--- config.mk ---
export PLATFORM = sky130hd
export DESIGN_NAME = bridge_window_mapper_core
export DESIGN_NICKNAME = d
export VERILOG_FILES = /design/src/bwm_pkg.sv /design/src/bwm_calc.sv /design/src/bridge_window_mapper_core.sv
export SDC_FILE = /design/constraint.sdc
export NUM_CORES = 1
export LEC_CHECK = 0
export BUFFER_PORTS_ARGS = -buffer_cell sky130_fd_sc_hd__buf_2
export CAP_MARGIN = 20
export CORE_ASPECT_RATIO = 1.5
export CORE_MARGIN = 4
export CORE_UTILIZATION = 50
export CTS_CLUSTER_SIZE = 30
export DETAILED_ROUTE_END_ITERATION = 10
export PLACE_DENSITY = 0.78
export RECOVER_POWER = 50
export SKIP_CTS_REPAIR_TIMING = 1
export SYNTH_ARGS = -nofsm -noshare
export SYNTH_HDL_FRONTEND = slang
export SYNTH_HIERARCHICAL = 1
export SYNTH_SLANG_ARGS = --single-unit
--- constraint.sdc ---
create_clock -name clk -period 19.45 [get_ports clk]
set_input_delay 0 -clock clk [delete_from_list [all_inputs] [get_ports clk]]
set_output_delay 0 -clock clk [all_outputs]
set_load 0.05 [all_outputs]
--- src/bwm_pkg.sv ---
// ----------------------------------------------------------------------------
// bwm_pkg
// Shared types and constants for the bridge window mapper.
// ----------------------------------------------------------------------------
package bwm_pkg;

  localparam int AlignBits     = 16;
  localparam int MaxWindowLog2 = 27;
  localparam int SizeBits      = 29;
  localparam int OffsetBits    = 28;

  localparam logic [31:0] MaxWindow = 32'(1) << MaxWindowLog2;
  localparam logic [31:0] LowMask   = 32'h0000_ffff;

  localparam logic [1:0] StatusHit     = 2'd0;
  localparam logic [1:0] StatusNew     = 2'd1;
  localparam logic [1:0] StatusInvalid = 2'd2;

  typedef struct packed {
    logic [1:0]            status;
    logic [OffsetBits-1:0] window_offset;
    logic [31:0]           base_word;
    logic [31:0]           mask_word;
    logic                  load_window;
    logic [31:0]           new_base;
    logic [SizeBits-1:0]   new_size;
  } calc_out_t;

endpackage

--- src/bwm_calc.sv ---
// ----------------------------------------------------------------------------
// bwm_calc
// Window lookup: hit test, length check and new window sizing.
// ----------------------------------------------------------------------------
module bwm_calc (
  input  logic [31:0]                 request_address,
  input  logic [31:0]                 request_length,
  input  logic [31:0]                 window_base,
  input  logic [bwm_pkg::SizeBits-1:0] window_size,
  output bwm_pkg::calc_out_t          result
);

  logic [32:0] span_end;
  logic [32:0] win_end;
  logic        hit;
  logic        too_long;
  logic [31:0] aligned;
  logic [32:0] need;
  logic [31:0] need_m1;
  logic [31:0] smear;
  logic [31:0] size_m1;
  logic [31:0] size;
  logic [31:0] diff;

  always_comb begin
    span_end = {1'b0, request_address} + {1'b0, request_length};
    win_end  = {1'b0, window_base} + 33'(window_size);
    hit      = (request_address >= window_base) && (span_end <= win_end);
    too_long = request_length > bwm_pkg::MaxWindow;
    aligned  = request_address & ~bwm_pkg::LowMask;
    diff     = request_address - window_base;

    // The span measured from the aligned base is never shorter than the length.
    need    = {1'b0, request_length} + 33'(request_address[bwm_pkg::AlignBits-1:0]);
    need_m1 = (need == 33'd0) ? 32'd0 : (need[31:0] - 32'd1);

    // Fill every bit below the leading one to round up to a power of two.
    smear = need_m1;
    smear = smear | (smear >> 1);
    smear = smear | (smear >> 2);
    smear = smear | (smear >> 4);
    smear = smear | (smear >> 8);
    smear = smear | (smear >> 16);
    size_m1 = smear | bwm_pkg::LowMask;
    size    = size_m1 + 32'd1;

    result = '0;
    if (hit) begin
      result.status        = bwm_pkg::StatusHit;
      result.window_offset = diff[bwm_pkg::OffsetBits-1:0];
    end else if (too_long) begin
      result.status = bwm_pkg::StatusInvalid;
    end else begin
      result.status        = bwm_pkg::StatusNew;
      result.window_offset = bwm_pkg::OffsetBits'(request_address[bwm_pkg::AlignBits-1:0]);
      result.base_word     = aligned;
      result.mask_word     = ~size_m1 | (size_m1 >> bwm_pkg::AlignBits);
      result.load_window   = 1'b1;
      result.new_base      = aligned;
      result.new_size      = size[bwm_pkg::SizeBits-1:0];
    end
  end

endmodule

--- src/bridge_window_mapper_core.sv ---
// ----------------------------------------------------------------------------
// bridge_window_mapper_core
// Maps a physical byte span onto a single sliding bus window.
// ----------------------------------------------------------------------------
// Takes one request per clock unless stalled and returns one result per
// request: the request lands in an input register, the lookup runs in one
// combinational pass, and the answer is caught in the result register while
// the window base and size are updated at the same edge, so the next request
// already sees the new window. A stalled result holds the input register;
// the input side stalls only while both registers are full.
module bridge_window_mapper_core (
  input  logic        clk,
  input  logic        rst_n,
  input  logic        in_valid,
  output logic        in_stall,
  input  logic [31:0] in_request_address,
  input  logic [31:0] in_request_length,
  output logic        out_valid,
  input  logic        out_stall,
  output logic [1:0]  out_status,
  output logic [27:0] out_window_offset,
  output logic [31:0] out_base_word,
  output logic [31:0] out_mask_word
);

  logic                          req_valid_r;
  logic [31:0]                   req_addr_r;
  logic [31:0]                   req_len_r;
  logic                          out_valid_r;
  logic [1:0]                    status_r;
  logic [bwm_pkg::OffsetBits-1:0] offset_r;
  logic [31:0]                   base_word_r;
  logic [31:0]                   mask_word_r;
  logic [31:0]                   window_base_r;
  logic [bwm_pkg::SizeBits-1:0]  window_size_r;
  logic                          advance;
  logic                          in_xfer;
  bwm_pkg::calc_out_t            calc;

  assign advance  = !out_valid_r || !out_stall;
  assign in_stall = req_valid_r && !advance;
  assign in_xfer  = in_valid && !in_stall;

  bwm_calc u_calc (
    .request_address (req_addr_r),
    .request_length  (req_len_r),
    .window_base     (window_base_r),
    .window_size     (window_size_r),
    .result          (calc)
  );

  always_ff @(posedge clk) begin
    if (!rst_n) begin
      req_valid_r   <= 1'b0;
      out_valid_r   <= 1'b0;
      window_base_r <= '0;
      window_size_r <= '0;
    end else begin
      if (in_xfer) begin
        req_valid_r <= 1'b1;
      end else if (advance) begin
        req_valid_r <= 1'b0;
      end
      if (advance) begin
        out_valid_r <= req_valid_r;
        if (req_valid_r && calc.load_window) begin
          window_base_r <= calc.new_base;
          window_size_r <= calc.new_size;
        end
      end
    end
  end

  always_ff @(posedge clk) begin
    if (in_xfer) begin
      req_addr_r <= in_request_address;
      req_len_r  <= in_request_length;
    end
    if (advance && req_valid_r) begin
      status_r    <= calc.status;
      offset_r    <= calc.window_offset;
      base_word_r <= calc.base_word;
      mask_word_r <= calc.mask_word;
    end
  end

  assign out_valid         = out_valid_r;
  assign out_status        = status_r;
  assign out_window_offset = offset_r;
  assign out_base_word     = base_word_r;
  assign out_mask_word     = mask_word_r;

endmodule

==> results_dict.tcl <==
set metrics [dict create \
    cts.reportedPaths.clkPinSlew_ns 0.07 \
    clock_sink_count 221 \
    fillCellCount 2583 \
    synth_area_mm2 0.0152 \
    post-dp-hpwl_um 30900 \
    min_to "window_base_r[6]" \
    grt_overflow_total 0 \
    share_of_synthesized_area_occupied_by_flip_flops_and_latches_pct 39.6 \
    synth-main-ff-cell "edfxtp_1" \
    synth-seq-cells 221 \
    timing.rr.end "window_base_r[20]" \
    worst_setup_path_end_kind "flop" \
    via_per_inst 5.60 \
    finalSetupViolCount 0 \
    final_period_util_pct 38.5 \
    drt-wirelength-per-cell_um 19.0 \
    reg2reg_from "req_addr_r[4]" \
    post_synth.cell_area_avg_um2 9.86 \
    timing.max_slew.rel_slack_pct -156 \
    port_buffers 163 \
    clock-skew-final_ns 0.0174 \
    h_tree_depth 1 \
    hold_path_depth 3 \
    max_freq_ghz 0.134 \
    via_count 12000 \
    yosysWarnings 6 \
    gp_congestion 0.978 \
    grt_pass1_vias 11600 \
    worst-r2r-setup-slack_ns 11.96 \
    ctsLongestPathBuffers 3 \
    clock_tree.root_cell "clkbuf_16" \
    detail_route.iter0.violations 764 \
    power_leakage_nw 6.77 \
    worst_path_max_delay_cell "and2_4" \
    chipWidth_um 150 \
    drt-pass1-iter-count 5 \
    worst_path_largest_cell_delay_ns 0.90 \
    failing_checks "hold timing, capacitance limit, slew limit" \
    grtUsageTotal_pct 23.1 \
    ff2ff_path_depth 26 \
    min_from "rst_n" \
    number_of_antenna_violations_at_the_first_check_in_global_routing 0 \
    utilization_pct 57.9 \
    cp_max_fo 61 \
    num_antenna_cells 0 \
    power.ir.vdd_worst_v 0.0000625 \
    cts-buffers-inserted 23 \
    maxSlewViolCount 94 \
    combined_flip_flop_and_latch_cell_area_mm2 0.00601 \
    synth_top_area_share_pct 31.3 \
    postSynth.asyncResetShare_pct 0 \
    worst_hold_margin_ns -0.00505 \
    hold_path.class "in2reg" \
    grt_max_degree 69 \
    drv_cap 2 \
    drc_errors_left 0 \
    crit_family "compound AO/OA/AOI/OAI gates" \
    drt_wl_total_um 40700 \
    synth.area.top_cells "edfxtp_1 (31%), ha_1 (10%), dfxtp_1 (8.3%)" \
    grt_first_pass_wirelength_um 60600 \
    area_added_between_synthesis_and_finish_pct 13.2 \
    synth.lib_cells_used.distinct 97 \
    cell_accounting_for_the_most_synthesized_area "edfxtp_1" \
    rows 77 \
    critPathRequiredTime_ns 19.90 \
    start_kind "flop" \
    fp.coreArea_mm2 0.0297 \
    critical_path_arrival_ns 7.94 \
    height_of_the_die_um 221 \
    power_per_cell_area_mw_per_mm2 73.3 \
    ios 164 \
    antenna_left 0 \
    path_buf_inv 2 \
    period_needed_ns 7.49 \
    worstMarginPinSlew_ns 3.85 \
    outcome "complete, but fails checks" \
    nets 1933 \
    drive_above_1_share_pct 9.19 \
    cts_tree "yes" \
    worst_skew_pair.late_latency_ns 0.54 \
    grt_setup_unrepaired "no" \
    crit_start "req_addr_r[4]" \
    fp.dieArea_mm2 0.0333 \
    area_used_by_multi_input_combinational_logic_mm2 0.00828 \
    syn_inst_count 1539 \
    initial_utilization_pct 51.2 \
    finalSetupTns_ns 0 \
    worst-setup-path-type "reg2reg" \
    final-hold-violation-count 6 \
    synth_enable_flop_cells 158 \
]
## state kept, by name, indices dropped and copies added (netlist names)
register / count
req_valid_r: 1
out_window_offset: 28
window_size_r: 29
window_base_r: 32
req_len_r: 32
out_mask_word: 32
out_status: 2
out_base_word: 32
out_valid: 1
req_addr_r: 32
## tightest hold or removal path, cell delays in order
cell and delay [ns]:
buf_4 0.28, nand2_1 0.13, mux2i_1 0.05
## Yosys cell counts, types with 5 or more instances
| cell type | number |
|---|---|
| o21ai_0 | 48 |
| inv_1 | 70 |
| nand2b_1 | 16 |
| nor2_1 | 92 |
| and2_1 | 29 |
| nor4_1 | 10 |
| nor2b_1 | 19 |
| buf_4 | 71 |
| nor3_1 | 37 |
| o31ai_1 | 10 |
| o2111ai_1 | 7 |
| o21bai_1 | 6 |
| ha_1 | 127 |
| o21ai_1 | 5 |
| a21boi_0 | 5 |
| and3_1 | 13 |
| buf_2 | 5 |
| a31oi_1 | 10 |
| xor2_1 | 37 |
| and4_1 | 5 |
| nand4_1 | 22 |
| a21oi_1 | 82 |
| dfxtp_1 | 63 |
| xnor2_1 | 55 |
| nand2_1 | 178 |
| a31o_2 | 15 |
| or2_2 | 11 |
| mux2i_1 | 71 |
| edfxtp_1 | 158 |
| buf_12 | 7 |
| o211ai_1 | 13 |
| o21a_1 | 25 |
| nand3_1 | 32 |
| clkbuf_1 | 32 |
| a21o_1 | 53 |
## how the worst max path moves through the flow
stage | slack (ns) | cells after the start | to
final | 11.96 | 26 | window_base_r[20]
after global routing | 11.39 | 27 | window_base_r[0]
after CTS | 12.00 | 25 | window_base_r[20]
after detailed placement | 12.04 | 25 | window_base_r[20]
after global placement | 12.28 | 25 | window_base_r[29]
after floorplan | 13.11 | 29 | window_base_r[16]
## cell type report
cell class                      count  area share (%)
Inverter                           70            1.53
Timing Repair Buffer              238            8.22
Sequential cell                   221            34.9
Clock inverter                     11           0.662
Clock buffer                       30            3.62
Tap cell                          395            2.88
Multi-Input combinational cell   1181            48.2
## placed cells by master, fill, tap and decap left out, drive strengths merged, types with 33 or more instances in the layout
cell type / count
a21o: 53
a21oi: 83
buf: 66
clkbuf: 135
conb: 52
dfxtp: 63
dlygate4sd3: 67
edfxtp: 158
ha: 127
inv: 74
mux2i: 71
nand2: 179
nand3: 33
nor2: 92
nor3: 38
o21ai: 55
xnor2: 55
xor2: 38
## per-layer routing
layer	global-route usage, %	share of wire (%)	vias to the layer above
li1	-	-	5873
met1	24.7	36	5621
met2	41.7	51	392
met3	2.42	4.4	123
met4	16.2	7.7	0
met5	0	0	-
## report_power, final
group | switching, mW | leakage, nW | internal, mW
sequential | 0.0168 | 1.99 | 0.531
combinational | 0.178 | 4.42 | 0.0982
clock | 0.182 | 0.366 | 0.253
## cell families (layout without fill, tap and decap cells)
| family | Yosys count | in the layout | synth area share (%) |
|---|---|---|---|
| fa+ha+maj | 130 | 130 | 10.9 |
| mux | 74 | 74 | 4.90 |
| simple gates | 499 | 499 | 16.6 |
| buf+inv | 188 | 349 | 7.20 |
| other cells | 1 | 52 | 0.0247 |
| xor+xnor | 93 | 93 | 5.41 |
| compound gates | 333 | 333 | 15.4 |
| flops | 221 | 221 | 39.6 |
## through the flow
stage	instances	total power [mW]	area [um2]	setup slack, ns
after floorplan	1590	0.761	15400	13.11
after global placement	2038	0.817	15900	12.28
after detailed placement	2038	0.821	15900	12.04
after CTS	2079	1.26	16700	12.00
after global routing	2146	1.32	17200	11.39
final	2146	1.26	17200	11.96
Power figures use the tool's default switching activity.
